--- src/hdl/spi_temp_sensor_registers_top_defines.svh ---
// Assertion macros shared by the RTL files.
`ifndef SPI_TEMP_SENSOR_REGISTERS_TOP_DEFINES_SVH
`define SPI_TEMP_SENSOR_REGISTERS_TOP_DEFINES_SVH

`ifndef SYNTHESIS
// Check c in the same cycle as a.
`define SPTSR_ASSERT_SAME(lbl, a, c) \
    lbl: assert property (@(posedge i_clk) disable iff (!i_rst_n) (a) |-> (c)) \
        else $error("assertion failed");
// Check c in the cycle after a.
`define SPTSR_ASSERT_NEXT(lbl, a, c) \
    lbl: assert property (@(posedge i_clk) disable iff (!i_rst_n) (a) |=> (c)) \
        else $error("assertion failed");
`else
`define SPTSR_ASSERT_SAME(lbl, a, c)
`define SPTSR_ASSERT_NEXT(lbl, a, c)
`endif

`endif

--- src/hdl/sptsr_pkg.sv ---
package sptsr_pkg;

    // Transfer phases
    localparam logic [1:0] PH_CMD    = 2'd0;
    localparam logic [1:0] PH_FIRST  = 2'd1;
    localparam logic [1:0] PH_SECOND = 2'd2;

    // Register addresses
    localparam logic [2:0] ADDR_STATUS = 3'd0;
    localparam logic [2:0] ADDR_CONFIG = 3'd1;
    localparam logic [2:0] ADDR_TEMP   = 3'd2;
    localparam logic [2:0] ADDR_ID     = 3'd3;

    // Operating modes
    localparam logic [1:0] MODE_CONT     = 2'd0;
    localparam logic [1:0] MODE_SHUTDOWN = 2'd3;

    localparam logic [7:0] ID_RESET = 8'hC0;

    localparam int unsigned SP_COUNT = 4;
    localparam logic [15:0] SP_RESET [SP_COUNT] = '{16'h4980, 16'h0005, 16'h2000, 16'h0500};

    // Item passed from the front queue to the register engine
    typedef struct packed {
        logic        is_conv;
        logic        byte_zero;
        logic [7:0]  data_byte;
        logic [15:0] temp_sample;
    } t_item;

endpackage

--- src/hdl/sptsr_front.sv ---
`include "spi_temp_sensor_registers_top_defines.svh"

module sptsr_front (
    input  logic             i_clk,
    input  logic             i_rst_n,
    input  logic             i_valid,
    output logic             o_ready,
    input  logic             i_command,
    input  logic [7:0]       i_data_byte,
    input  logic [15:0]      i_temp_sample,
    output logic             o_q_valid,
    input  logic             i_q_pop,
    output sptsr_pkg::t_item o_q_item
);

    sptsr_pkg::t_item r_mem [2];
    logic             r_wr_ptr;
    logic             r_rd_ptr;
    logic [1:0]       r_count;
    logic             push;
    logic             pop;
    sptsr_pkg::t_item in_item;

    assign o_ready   = (r_count != 2'd2);
    assign o_q_valid = (r_count != 2'd0);
    assign push      = i_valid && o_ready;
    assign pop       = i_q_pop && o_q_valid;
    assign o_q_item  = r_mem[r_rd_ptr];

    // Classify on entry: mark zero data bytes for the engine
    always_comb begin
        in_item.is_conv     = i_command;
        in_item.byte_zero   = (i_data_byte == 8'h00);
        in_item.data_byte   = i_data_byte;
        in_item.temp_sample = i_temp_sample;
    end

    always_ff @(posedge i_clk) begin
        if (push) begin
            r_mem[r_wr_ptr] <= in_item;
        end
    end

    always_ff @(posedge i_clk) begin
        if (!i_rst_n) begin
            r_wr_ptr <= 1'b0;
            r_rd_ptr <= 1'b0;
            r_count  <= 2'd0;
        end else begin
            if (push) begin
                r_wr_ptr <= ~r_wr_ptr;
            end
            if (pop) begin
                r_rd_ptr <= ~r_rd_ptr;
            end
            case ({push, pop})
                2'b10:   r_count <= r_count + 2'd1;
                2'b01:   r_count <= r_count - 2'd1;
                default: r_count <= r_count;
            endcase
        end
    end

    `SPTSR_ASSERT_SAME(a_empty_ptrs, r_count == 2'd0, r_wr_ptr == r_rd_ptr)
    `SPTSR_ASSERT_SAME(a_full_ptrs, r_count == 2'd2, r_wr_ptr == r_rd_ptr)
    `SPTSR_ASSERT_SAME(a_one_ptrs, r_count == 2'd1, r_wr_ptr != r_rd_ptr)

endmodule

--- src/hdl/sptsr_back.sv ---
`include "spi_temp_sensor_registers_top_defines.svh"

module sptsr_back (
    input  logic             i_clk,
    input  logic             i_rst_n,
    input  logic             i_cfg_wr_en,
    input  logic [7:0]       i_cfg_wr_data,
    input  logic             i_q_valid,
    output logic             o_q_pop,
    input  sptsr_pkg::t_item i_q_item,
    output logic             o_valid,
    input  logic             i_ready,
    output logic [7:0]       o_miso_byte,
    output logic             o_byte_valid,
    output logic             o_not_ready,
    output logic [1:0]       o_op_mode,
    output logic             o_high_resolution
);

    logic [7:0]  r_id;
    logic        r_not_ready;
    logic [2:0]  r_cfg;
    logic [15:0] r_temp;
    logic [15:0] r_sp [sptsr_pkg::SP_COUNT];
    logic [1:0]  r_phase;
    logic [2:0]  r_addr;
    logic        r_rd;
    logic        r_cont;

    logic        n_not_ready;
    logic [2:0]  n_cfg;
    logic [15:0] n_temp;
    logic [15:0] n_sp_val;
    logic        n_sp_we;
    logic [1:0]  n_phase;
    logic [2:0]  n_addr;
    logic        n_rd;
    logic        n_cont;

    logic        r_out_valid;
    logic [7:0]  r_out_miso;
    logic        r_out_byte_valid;
    logic [7:0]  n_miso;
    logic        n_byte_valid;

    logic        take;
    logic [1:0]  mode;
    logic [15:0] sp_cur;
    logic [15:0] conv_val;

    // temperature read step, shared by the status and temperature addresses
    logic [7:0]  tr_miso;
    logic        tr_valid;
    logic [1:0]  tr_phase;
    logic        tr_set_rdy;

    assign take    = i_q_valid && (!r_out_valid || i_ready);
    assign o_q_pop = take;
    assign mode    = r_cfg[1:0];
    assign sp_cur  = r_sp[r_addr[1:0]];

    always_comb begin
        conv_val = {i_q_item.temp_sample[15], i_q_item.temp_sample[15:1]};
        if (!r_cfg[2]) begin
            conv_val[2:0] = 3'b000;
        end
    end

    always_comb begin
        tr_miso    = 8'h00;
        tr_valid   = 1'b0;
        tr_phase   = sptsr_pkg::PH_CMD;
        tr_set_rdy = 1'b1;
        if (i_q_item.byte_zero) begin
            tr_valid = 1'b1;
            if (r_phase == sptsr_pkg::PH_FIRST) begin
                tr_miso    = r_temp[15:8];
                tr_phase   = sptsr_pkg::PH_SECOND;
                tr_set_rdy = 1'b0;
            end else begin
                tr_miso  = r_temp[7:0];
                tr_phase = r_cont ? sptsr_pkg::PH_FIRST : sptsr_pkg::PH_CMD;
            end
        end
    end

    always_comb begin
        n_not_ready  = r_not_ready;
        n_cfg        = r_cfg;
        n_temp       = r_temp;
        n_sp_val     = sp_cur;
        n_sp_we      = 1'b0;
        n_phase      = r_phase;
        n_addr       = r_addr;
        n_rd         = r_rd;
        n_cont       = r_cont;
        n_miso       = 8'h00;
        n_byte_valid = 1'b0;
        if (i_q_item.is_conv) begin
            if (mode != sptsr_pkg::MODE_SHUTDOWN) begin
                n_temp      = conv_val;
                n_not_ready = 1'b0;
            end
        end else if (r_phase != sptsr_pkg::PH_FIRST && r_phase != sptsr_pkg::PH_SECOND) begin
            n_rd    = i_q_item.data_byte[6];
            n_addr  = i_q_item.data_byte[5:3];
            n_cont  = i_q_item.data_byte[2];
            n_phase = sptsr_pkg::PH_FIRST;
        end else begin
            case (r_addr)
                sptsr_pkg::ADDR_STATUS: begin
                    if (!r_rd && mode == sptsr_pkg::MODE_CONT) begin
                        n_miso       = tr_miso;
                        n_byte_valid = tr_valid;
                        n_phase      = tr_phase;
                        if (tr_set_rdy) begin
                            n_not_ready = 1'b1;
                        end
                    end else begin
                        n_miso       = {r_not_ready, 7'b0};
                        n_byte_valid = 1'b1;
                        n_not_ready  = 1'b1;
                        n_phase      = sptsr_pkg::PH_CMD;
                    end
                end
                sptsr_pkg::ADDR_CONFIG: begin
                    if (r_rd) begin
                        n_miso       = {r_cfg, 5'b0};
                        n_byte_valid = 1'b1;
                    end else begin
                        n_cfg = i_q_item.data_byte[7:5];
                    end
                    n_phase = sptsr_pkg::PH_CMD;
                end
                sptsr_pkg::ADDR_TEMP: begin
                    n_miso       = tr_miso;
                    n_byte_valid = tr_valid;
                    n_phase      = tr_phase;
                    if (tr_set_rdy) begin
                        n_not_ready = 1'b1;
                    end
                end
                sptsr_pkg::ADDR_ID: begin
                    if (i_q_item.byte_zero) begin
                        n_miso       = r_id;
                        n_byte_valid = 1'b1;
                    end
                    n_phase = sptsr_pkg::PH_CMD;
                end
                default: begin
                    // setpoints: high byte first
                    if (!r_rd) begin
                        n_sp_we = 1'b1;
                        if (r_phase == sptsr_pkg::PH_FIRST) begin
                            n_sp_val = {i_q_item.data_byte, sp_cur[7:0]};
                            n_phase  = sptsr_pkg::PH_SECOND;
                        end else begin
                            n_sp_val = {sp_cur[15:8], i_q_item.data_byte};
                            n_phase  = sptsr_pkg::PH_CMD;
                        end
                    end else if (!i_q_item.byte_zero) begin
                        n_phase = sptsr_pkg::PH_CMD;
                    end else if (r_phase == sptsr_pkg::PH_FIRST) begin
                        n_miso       = sp_cur[15:8];
                        n_byte_valid = 1'b1;
                        n_phase      = sptsr_pkg::PH_SECOND;
                    end else begin
                        n_miso       = sp_cur[7:0];
                        n_byte_valid = 1'b1;
                        n_phase      = sptsr_pkg::PH_CMD;
                    end
                end
            endcase
        end
    end

    always_ff @(posedge i_clk) begin
        if (!i_rst_n) begin
            r_id        <= sptsr_pkg::ID_RESET;
            r_not_ready <= 1'b1;
            r_cfg       <= 3'b000;
            r_temp      <= 16'h0000;
            for (int i = 0; i < sptsr_pkg::SP_COUNT; i++) begin
                r_sp[i] <= sptsr_pkg::SP_RESET[i];
            end
            r_phase     <= sptsr_pkg::PH_CMD;
            r_addr      <= 3'd0;
            r_rd        <= 1'b0;
            r_cont      <= 1'b0;
            r_out_valid <= 1'b0;
        end else begin
            if (i_cfg_wr_en) begin
                r_id <= i_cfg_wr_data;
            end
            if (take) begin
                r_not_ready <= n_not_ready;
                r_cfg       <= n_cfg;
                r_temp      <= n_temp;
                if (n_sp_we) begin
                    r_sp[r_addr[1:0]] <= n_sp_val;
                end
                r_phase     <= n_phase;
                r_addr      <= n_addr;
                r_rd        <= n_rd;
                r_cont      <= n_cont;
                r_out_valid <= 1'b1;
            end else if (i_ready) begin
                r_out_valid <= 1'b0;
            end
        end
    end

    // Output stage payload; status flags are held with the item
    logic       r_out_not_ready;
    logic [2:0] r_out_cfg;

    always_ff @(posedge i_clk) begin
        if (take) begin
            r_out_miso       <= n_miso;
            r_out_byte_valid <= n_byte_valid;
            r_out_not_ready  <= n_not_ready;
            r_out_cfg        <= n_cfg;
        end
    end

    assign o_valid           = r_out_valid;
    assign o_miso_byte       = r_out_miso;
    assign o_byte_valid      = r_out_byte_valid;
    assign o_not_ready       = r_out_not_ready;
    assign o_op_mode         = r_out_cfg[1:0];
    assign o_high_resolution = r_out_cfg[2];

    `SPTSR_ASSERT_NEXT(a_conv_clears_rdy,
        take && i_q_item.is_conv && mode != sptsr_pkg::MODE_SHUTDOWN, !r_not_ready)
    `SPTSR_ASSERT_NEXT(a_low_res_trunc,
        take && i_q_item.is_conv && mode != sptsr_pkg::MODE_SHUTDOWN && !r_cfg[2],
        r_temp[2:0] == 3'b000)
    `SPTSR_ASSERT_SAME(a_idle_byte_zero, r_out_valid && !r_out_byte_valid, r_out_miso == 8'h00)

endmodule

--- src/hdl/spi_temp_sensor_registers_top.sv ---
// An accepted item is registered in the front queue and then in the register engine
//   output stage; its result shows when the output is free.
// Throughput: one item per cycle, with the engine retiring one, unless the output stalls.
// The two-entry front queue and the output stage let either side stall on its own.
// Reset: synchronous, active low; clears queue, transfer state, registers to their
//   power-on values and the ID value to 0xC0.
module spi_temp_sensor_registers_top (
    input  logic        i_clk,
    input  logic        i_rst_n,
    input  logic        i_cfg_wr_en,
    input  logic [7:0]  i_cfg_wr_data,
    input  logic        s_axis_tvalid,
    output logic        s_axis_tready,
    input  logic [23:0] s_axis_tdata,  // [7:0] data_byte, [23:8] temp_sample
    input  logic        s_axis_tuser,  // [0] command
    output logic        m_axis_tvalid,
    input  logic        m_axis_tready,
    output logic [15:0] m_axis_tdata,  // [7:0] miso_byte, [8] not_ready, [10:9] op_mode,
                                       // [11] high_resolution, [15:12] zero
    output logic        m_axis_tuser   // [0] byte_valid
);

    logic             q_valid;
    logic             q_pop;
    sptsr_pkg::t_item q_item;
    logic [7:0]       miso_byte;
    logic             not_ready;
    logic [1:0]       op_mode;
    logic             high_res;

    sptsr_front u_front (
        .i_clk         (i_clk),
        .i_rst_n       (i_rst_n),
        .i_valid       (s_axis_tvalid),
        .o_ready       (s_axis_tready),
        .i_command     (s_axis_tuser),
        .i_data_byte   (s_axis_tdata[7:0]),
        .i_temp_sample (s_axis_tdata[23:8]),
        .o_q_valid     (q_valid),
        .i_q_pop       (q_pop),
        .o_q_item      (q_item)
    );

    sptsr_back u_back (
        .i_clk             (i_clk),
        .i_rst_n           (i_rst_n),
        .i_cfg_wr_en       (i_cfg_wr_en),
        .i_cfg_wr_data     (i_cfg_wr_data),
        .i_q_valid         (q_valid),
        .o_q_pop           (q_pop),
        .i_q_item          (q_item),
        .o_valid           (m_axis_tvalid),
        .i_ready           (m_axis_tready),
        .o_miso_byte       (miso_byte),
        .o_byte_valid      (m_axis_tuser),
        .o_not_ready       (not_ready),
        .o_op_mode         (op_mode),
        .o_high_resolution (high_res)
    );

    assign m_axis_tdata = {4'b0000, high_res, op_mode, not_ready, miso_byte};

endmodule
--- config.mk ---
export PLATFORM = sky130hd
export DESIGN_NAME = spi_temp_sensor_registers_top
export DESIGN_NICKNAME = d
export VERILOG_FILES = /design/src/hdl/sptsr_pkg.sv /design/src/hdl/sptsr_front.sv /design/src/hdl/sptsr_back.sv /design/src/hdl/spi_temp_sensor_registers_top.sv
export VERILOG_INCLUDE_DIRS = /design/src /design/src/hdl
export SDC_FILE = /design/constraint.sdc
export NUM_CORES = 1
export LEC_CHECK = 0
export BUFFER_PORTS_ARGS = -buffer_cell sky130_fd_sc_hd__buf_4
export CAP_MARGIN = 20
export CELL_PAD_IN_SITES_DETAIL_PLACEMENT = 0
export CELL_PAD_IN_SITES_GLOBAL_PLACEMENT = 1
export CORE_ASPECT_RATIO = 1.2
export CORE_MARGIN = 10
export CORE_UTILIZATION = 53
export DETAILED_ROUTE_END_ITERATION = 8
export PLACE_DENSITY = 0.89
export SLEW_MARGIN = 30
export SYNTH_ARGS = -nofsm -noshare
export SYNTH_HDL_FRONTEND = slang
export SYNTH_HIERARCHICAL = 1
export SYNTH_SLANG_ARGS = --single-unit
--- constraint.sdc ---
create_clock -name i_clk -period 6.9 [get_ports i_clk]
set_input_delay 1.725 -clock i_clk [delete_from_list [all_inputs] [get_ports i_clk]]
set_output_delay 1.725 -clock i_clk [all_outputs]
set_load 0.05 [all_outputs]
### Word-level counts from Yosys, hierarchy flattened

Memory sizes are Yosys's and may differ from the RTL's. A register that Yosys moved wholly into a read port is not among the register bits.
Index checks and enable logic that the tools add are counted.

| word-level totals | value |
|---|---|
| register bits after elaboration | 52 |
| latch bits | 0 |
| memory bits (writable) | 116 |
| ROM bits | 0 |
| input bits | 38 |
| memories kept | 2 |

Memory list:

| memory | depth | bits a word | read ports | clocked after memory_dff | write ports | line | text |
|---|---|---|---|---|---|---|---|
| u_back.r_sp | 4 | 16 | 1 | 1 | 4 | sptsr_back.sv:24 | `logic [15:0] r_sp [sptsr_pkg::SP_COUNT];` |
| u_front.r_mem | 2 | 26 | 1 | 1 | 1 | sptsr_front.sv:16 | `sptsr_pkg::t_item r_mem [2];` |

| cells by class | value |
|---|---|
| $add $sub $neg | 2 |
| multiply operators | 0 |
| divide/modulo/power cells | 0 |
| $lt $le $gt $ge | 0 |
| eq/ne operators | 10 |
| shifts and indexed selects | 0 |
| muxes and demuxes | 62 |
| bitwise gates (word level) | 3 |
| reductions and logical operators | 22 |

Operators by type and width:

| cell | number |
|---|---|
| $mux 16 | 6 |
| $mux 8 | 8 |
| $pmux 8 s4 | 1 |
| $mux 1 | 28 |
| $mux 2 | 10 |
| $reduce_or 16->1 | 1 |
| $mux 3 | 5 |
| $logic_not 8->1 | 1 |
| $eq 3x2->1 const B | 2 |
| $ne 2x2->1 const B | 3 |
| $pmux 2 s3 | 1 |
| $reduce_and 3->1 | 2 |
| $reduce_bool 2->1 | 3 |
| $reduce_or 2->1 | 3 |
| $logic_and 1x1->1 | 5 |
| $eq 2x1->1 const B | 2 |
| $pmux 2 s2 | 1 |
| $reduce_or 4->1 | 1 |
| $eq 3x1->1 const B | 1 |
| $logic_not 3->1 | 1 |
| $not 1->1 | 3 |
| $pmux 1 s3 | 1 |
| $add 2x1->2 const B | 1 |
| $eq 2x2->1 const B | 1 |
| 7 further kinds | 8 |

### Longest topological paths before layout

Gate-level depths: netlist of run 1.

| depth | value |
|---|---|
| word-level depth | 11 |
| depth in mapped cells | 9 |
| gate-level depth less buffers | 8 |

### Cells and area by module

The synthesis of run 1 kept the hierarchy.

Modules (own cells, without submodules):

| module | times used | cells an instance | area an instance (um^2) |
|---|---|---|---|
| sptsr_back | 1 | 428 | 5256.3 |
| sptsr_front | 1 | 108 | 2123.3 |
| spi_temp_sensor_registers_top | 1 | 7 | 48.8 |

### Least setup slack after synthesis of run 1

No wires, ideal clock.

| timing path | value |
|---|---|
| kind | input -> register |
| start | in m_axis_tready |
| end | mem u_back.r_sp[3][0] (enable) |
| data arrival time | 3.438 ns |
| setup slack | 3.051 ns |
| stages | 4 |
| buffers on the path | 1 |
| cells stage by stage | nand2b_1 -> clkbuf_1 -> nand3_1 -> o21ai_0 |

RTL lines:

| element | line | text |
|---|---|---|
| from (decl) | spi_temp_sensor_registers_top.sv:17 | `input logic m_axis_tready,` |
| to (decl) | sptsr_back.sv:24 |  |

==> impl_results.md, run 1 <==
- Status: completed
- Routed WL: 16200 um
- Net count, final: 615
- Final hold slack: 0.462 ns
- Total track usage: 17.2%
- Inserted Clock Buffers: 17
- Worst skew pair latency: 0.42 ns
- Tot Pwr: 3.15 mW
- Worst Setup End Kind: flip-flop
- PD cells: 373 nW/um2
- Fin. max-slew vios: 0
- Core area: 13700 um2
- Routed length per instance: 21.3 um
- Post-DP HPWL: 10800 um
- FF+latch area: 4660 um2
- Root Buffer Master: clkbuf_16
- Final hold vios: 0
- Routed vias/inst: 5.89
- Multi-input logic area: 2500 um2
- Diode count: 0
- Setup crit start kind: primary input
- Final setup fails: 0
- Initial Util: 53.7%
- Crit Path Max Fanout: 16
- Antenna viol nets, final: 0
- Die area: 19000 um2
- First-pass DRT Iterations: 6
- Pleak: 3.01 nW
- DR iter-0 viols: 408
- Syn Inst Count: 540
- First-pass GRT wire length: 25500 um
- Sink Count: 169
- Top Ports: 57
- TritonCTS clock tree: built
- Clk_skew: 0.0100 ns
- Setup TNS Final: 0 ns
- # hold bufs at CTS: 0
- Maximum clock frequency: 258 MHz
- DRC: 0
- Resized Gates After CTS: 0
- Setup Buffers After CTS: 0
- Mean Syn Cell Area: 13.6 um2
- Crit path DAT: 3.92 ns
- Port bufs: 51
- Die W: 128 um
- Initial antenna violation count: 0
- Layout area overhead: 14.7%
- Fin crit period: 3.88 ns
- Max capacitance violation total: 0
- Largest net degree at the start of global routing: 47
- Period utilization: 56.2%
- Clock buffer depth: 2
- FP Rows: 47
- Share of layout cells above drive strength 1: 25.7%
- Worst Path Required: 6.95 ns
- Routability-driven placement congestion ratio: 0.846
- Vias: 4468
- CP Class: primary input to flip-flop
- Vias in the first global route: 4758
- Slew margin rel.: 40.6%
- Synth Cell Area: 7360 um2
- Slew @ Worst Pin: 0.884 ns
- Worst hold path class: flip-flop to flip-flop
- GRT overflow: 0
- Die Height: 149 um
- CTS H-tree lvls: 4
- Synth warnings: 6
- Fillcell total: 1071
- RSZ-0062 raised after global routing: false
- Clock slew at reported path FFs: 0.06 ns
- Worst VDD drop: 237 uV
==> cells in the final DEF, fill, tap and decap left out, drive strengths merged, types with 3 or more instances in the layout <==
cell type,n
a21boi,20
a21oi,3
a22oi,5
and3,5
buf,54
bufinv,4
clkbuf,17
clkinv,3
conb,4
dfxtp,42
edfxtp,127
inv,13
mux2,36
mux2i,39
mux4,18
nand2,47
nand2b,4
nand3,8
nand3b,3
nor2,47
nor2b,17
nor3,21
nor4,3
o21ai,6
o22ai,5
or2,5
xnor2,3
==> layer usage <==
metal,vias to the layer above,global-route usage [%],part of all wire [%]
met5,-,0,0
met4,0,8.10,2.9
met3,27,4.09,6.7
met2,162,30.0,53
met1,2208,19.4,38
li1,2071,-,-
==> worst max-delay path: stages <==
cell,delay [ns]
buf_4,0.08
nand2b_1,0.29
nand3_1,0.33
or3_1,0.75
nand2_1,0.74
==> flip-flops by register name, indices dropped and copies added, names as in the netlist, named ones only <==
signal               flops
u_back/r_sp             64
u_front/r_mem           50
u_back/r_temp           15
u_back/o_miso_byte       8
u_back/r_id              8
u_back/r_addr            3
u_back/r_cfg             3
u_back/r_out_cfg         3
u_back/r_phase           2
u_front/r_count          2
u_back/o_byte_valid      1
u_back/o_not_ready       1
u_back/o_valid           1
u_back/r_cont            1
u_back/r_not_ready       1
u_back/r_rd              1
u_front/r_rd_ptr         1
u_front/r_wr_ptr         1
==> power breakdown <==
| group | internal [mW] | switching, mW |
|---|---|---|
| Sequential | 1.24 | 0.0928 |
| Combinational | 0.288 | 0.510 |
| Clock | 0.615 | 0.400 |
| Total | 2.14 | 1.00 |
==> path summary, 6_finish.rpt <==
check,from,end,slack [ns],depth (start not counted)
worst max-delay path,m_axis_tready,u_back/r_sp[1][6],3.02,5
worst min-delay path,u_back/r_temp[1],u_back/r_temp[1],0.46,2
worst max register to register,flip-flop,u_back/r_sp[1][6],3.33,5
worst min register to register,u_back/r_temp[1],u_back/r_temp[1],0.46,2
==> per-stage QoR <==
stage	util, %	std cells	worst slack [ns]	cell area, um2
finish	61.6	759	3.02	8440
global route	61.6	759	2.89	8440
CTS	61.5	759	3.08	8430
detailed placement	56.9	727	2.67	7790
global placement	56.9	727	2.70	7790
floorplan	-	543	3.05	7370
==> final cells by class <==
| class | instances | area share, % |
|---|---|---|
| Clock buffer | 17 | 5.04 |
| Tap cell | 171 | 2.54 |
| Inverter | 6 | 0.267 |
| Multi-Input combinational cell | 327 | 29.7 |
| Timing Repair Buffer | 54 | 4.80 |
| Sequential cell | 169 | 55.2 |
| Clock inverter | 15 | 2.49 |
No activity file was read; power rests on OpenSTA's default activity.
==> inputs of run 2 (changes only) <==
--- a/config.mk
+++ b/config.mk
@@ -6,15 +6,16 @@
 export SDC_FILE = /design/constraint.sdc
 export NUM_CORES = 1
 export LEC_CHECK = 0
+export ABC_AREA = 1
 export BUFFER_PORTS_ARGS = -buffer_cell sky130_fd_sc_hd__buf_4
 export CAP_MARGIN = 20
 export CELL_PAD_IN_SITES_DETAIL_PLACEMENT = 0
 export CELL_PAD_IN_SITES_GLOBAL_PLACEMENT = 1
 export CORE_ASPECT_RATIO = 1.2
 export CORE_MARGIN = 10
-export CORE_UTILIZATION = 53
+export CORE_UTILIZATION = 43
 export DETAILED_ROUTE_END_ITERATION = 8
-export PLACE_DENSITY = 0.89
+export PLACE_DENSITY = 0.81
 export SLEW_MARGIN = 30
 export SYNTH_ARGS = -nofsm -noshare
 export SYNTH_HDL_FRONTEND = slang
==> constraint.sdc (replaced) <==
create_clock -name i_clk -period 3.2 [get_ports i_clk]
set_input_delay 0.8 -clock i_clk [delete_from_list [all_inputs] [get_ports i_clk]]
set_output_delay 0.8 -clock i_clk [all_outputs]
set_load 0.05 [all_outputs]
==> run 2 against run 1 <==
Effect of this change: sequential cell count unchanged; sequential share of layout area fell by 1.9 points; sequential power up 120%; non-clock buffer count increased by 14; clock power up 88%; clock-buffer cell count rose by 2; synthesized cell count increased by 43%; clock skew increased by 0.0026 ns; core utilization fell by 12 points; highest routed layer unchanged.
==> impl_results.md, run 2 <==
- Port bufs: 51
- Wire length on met1: 6730 um
- Crit-path leading delay family: simple AND/OR/NAND/NOR gates
- Routed wl met3: 764 um
- DR iter-0 viols: 375
- Hold Path Sink: u_back/r_temp[0]
- Met2 wire length: 9070 um
- Worst stage delay on the critical path: 0.52 ns
- Worst skew pair latency: 0.43 ns
- Maximum clock frequency: 419 MHz
- First-pass GRT wire length: 27100 um
- Setup ws final: 0.811 ns
- Fin. max-slew vios: 0
- Worst Setup End Kind: flip-flop
- Crit path DAT: 2.67 ns
- Layout area overhead: 14.7%
- Routed vias/inst: 4.96
- Inserted Clock Buffers: 17
- Reg-to-Reg End: u_back/o_miso_byte[7]
- Vias: 5262
- Antenna viol nets, final: 0
- # hold bufs at CTS: 0
- Setup crit start kind: flip-flop
- Highest metal used: met4
- Worst hold start: u_back/r_temp[0]
- Power share of the clock group: 25.1%
- Critical path cell sequence: buf_4 -> mux2_2 -> inv_1 -> nor3_2 -> nand2_1 -> nor2_1 -> nor2_1 -> nor2_1
- Die W: 141 um
- Root Buffer Master: clkbuf_16
- Mean Syn Cell Area: 9.86 um2
- Clock slew at reported path FFs: 0.06 ns
- GRT overflow: 0
- Multi-input logic area: 2540 um2
- Setup Buffers After CTS: 0
- DRC: 0
- Initial Util: 43.7%
- Largest net degree at the start of global routing: 36
- TritonCTS clock tree: built
- PD cells: 876 nW/um2
- Crit Path Max Fanout: 24
- Switch Pwr: 2.96 mW
- Top reg by flops: u_back/r_sp
- Core area: 17400 um2
- Synth warnings: 6
- Commonest non-fill, non-tap cell in the layout: nand2_1
- Total track usage: 14.7%
- Clock buffer depth: 2
- Routed WL: 16900 um
- Slew margin rel.: 40.3%
- Comb pwr share: 36.1%
- Crit path buf inv count: 2
- FP Rows: 53
- Reg2reg path depth: 8
- Max capacitance violation total: 0
- Worst hold path class: flip-flop to flip-flop
- Vias in the first global route: 5195
- CP Class: flip-flop to flip-flop
- Initial antenna violation count: 0
- Net count, final: 867
- Setup TNS Final: 0 ns
- Die area: 23500 um2
- Internal: 4.68 mW
- Top Ports: 57
- Synth Cell Area: 7610 um2
- Crit path max-delay cell type: nor3_2
- First-pass DRT Iterations: 4
- Reg2reg setup slack: 0.81 ns
- Final hold vios: 0
- Most frequent cells in the layout: 204 x nand2_1, 127 x edfxtp_1, 115 x nor2_1
- RSZ-0062 raised after global routing: false
- Pleak: 3.43 nW
- Final setup fails: 0
- Fin crit period: 2.39 ns
- FF+latch area: 4650 um2
- Die Height: 166 um
- Switching Share: 38.8%
- Resized Gates After CTS: 0
- Worst Path Required: 3.48 ns
- Crit path top cell by count: nor2_1
- Hold path cells: 2
- Status: completed
- Sink Count: 169
- Syn Inst Count: 772
- Reg power frac: 38.8%
- Fillcell total: 1613
- Routed length per instance: 16.0 um
- Routability-driven placement congestion ratio: 0.818
- Pre-CTS setup slack: 0.537 ns
- Tot Pwr: 7.64 mW
- Share of layout cells above drive strength 1: 17.4%
- Slew @ Worst Pin: 0.890 ns
- Diode count: 0
- Max reg flops: 64
- Worst VDD drop: 623 uV
- CTS H-tree lvls: 4
- Period utilization: 74.7%
- Post-DP HPWL: 11800 um
- Biggest regs: u_back/r_sp: 64 flops, u_front/r_mem: 50 flops, u_back/r_temp: 15 flops
- Clk_skew: 0.0126 ns
[run 2: power groups by stage]
| stage | Sequential (mW) | Combinational [mW] | Clock [mW] |
|---|---|---|---|
| floorplan | 3.21 | 1.85 | 0 |
| global placement | 3.00 | 2.76 | 0 |
| detailed placement | 3.01 | 2.78 | 0 |
| CTS | 2.97 | 2.78 | 1.96 |
| global route | 3.01 | 3.07 | 2.06 |
| finish | 2.97 | 2.76 | 1.92 |
[run 2: metrics by stage]
| step | cell area, um2 | std cells | hold slack (ns) | utilization (%) |
|---|---|---|---|---|
| floorplan | 7620 | 775 | 0.429 | - |
| global placement | 8180 | 1028 | 0.448 | 46.9 |
| detailed placement | 8180 | 1028 | 0.455 | 46.9 |
| CTS | 8730 | 1060 | 0.466 | 50.1 |
| global route | 8730 | 1060 | 0.484 | 50.1 |
| finish | 8730 | 1060 | 0.468 | 50.1 |
[run 2: tightest hold or removal path: cells and delay by family, from the launching register on]
kind	cells	cell delay, ns
simple gates	1	0.06
compound gates	1	0.06
flops	1	0.31
[run 2: worst max-delay path by stage]
stage	startpoint	endpoint	cells after the start	slack (ns)
after detailed placement	m_axis_tready	u_back/r_temp[2]	10	0.54
after global routing	u_front/r_count[0]	u_back/r_temp[2]	9	0.63
after floorplan	m_axis_tready	u_back/r_sp[3][0]	6	0.13
after CTS	flip-flop	u_back/o_miso_byte[1]	6	0.80
final	flip-flop	u_back/o_miso_byte[7]	8	0.81
after global placement	m_axis_tready	u_back/r_temp[1]	10	0.57
[run 2: metal layers]
| metal | GRT usage (%) | vias up |
|---|---|---|
| met3 | 3.29 | 29 |
| met4 | 5.65 | 0 |
| met5 | 0 | - |
| met2 | 26.1 | 104 |
| li1 | - | 2685 |
| met1 | 16.5 | 2444 |
[run 2: cell type report]
cell class | count | area share, %
Clock inverter | 13 | 1.38
Multi-Input combinational cell | 518 | 29.1
Timing Repair Buffer | 68 | 5.85
Tap cell | 220 | 3.15
Clock buffer | 19 | 4.96
Sequential cell | 169 | 53.3
Inverter | 53 | 2.28
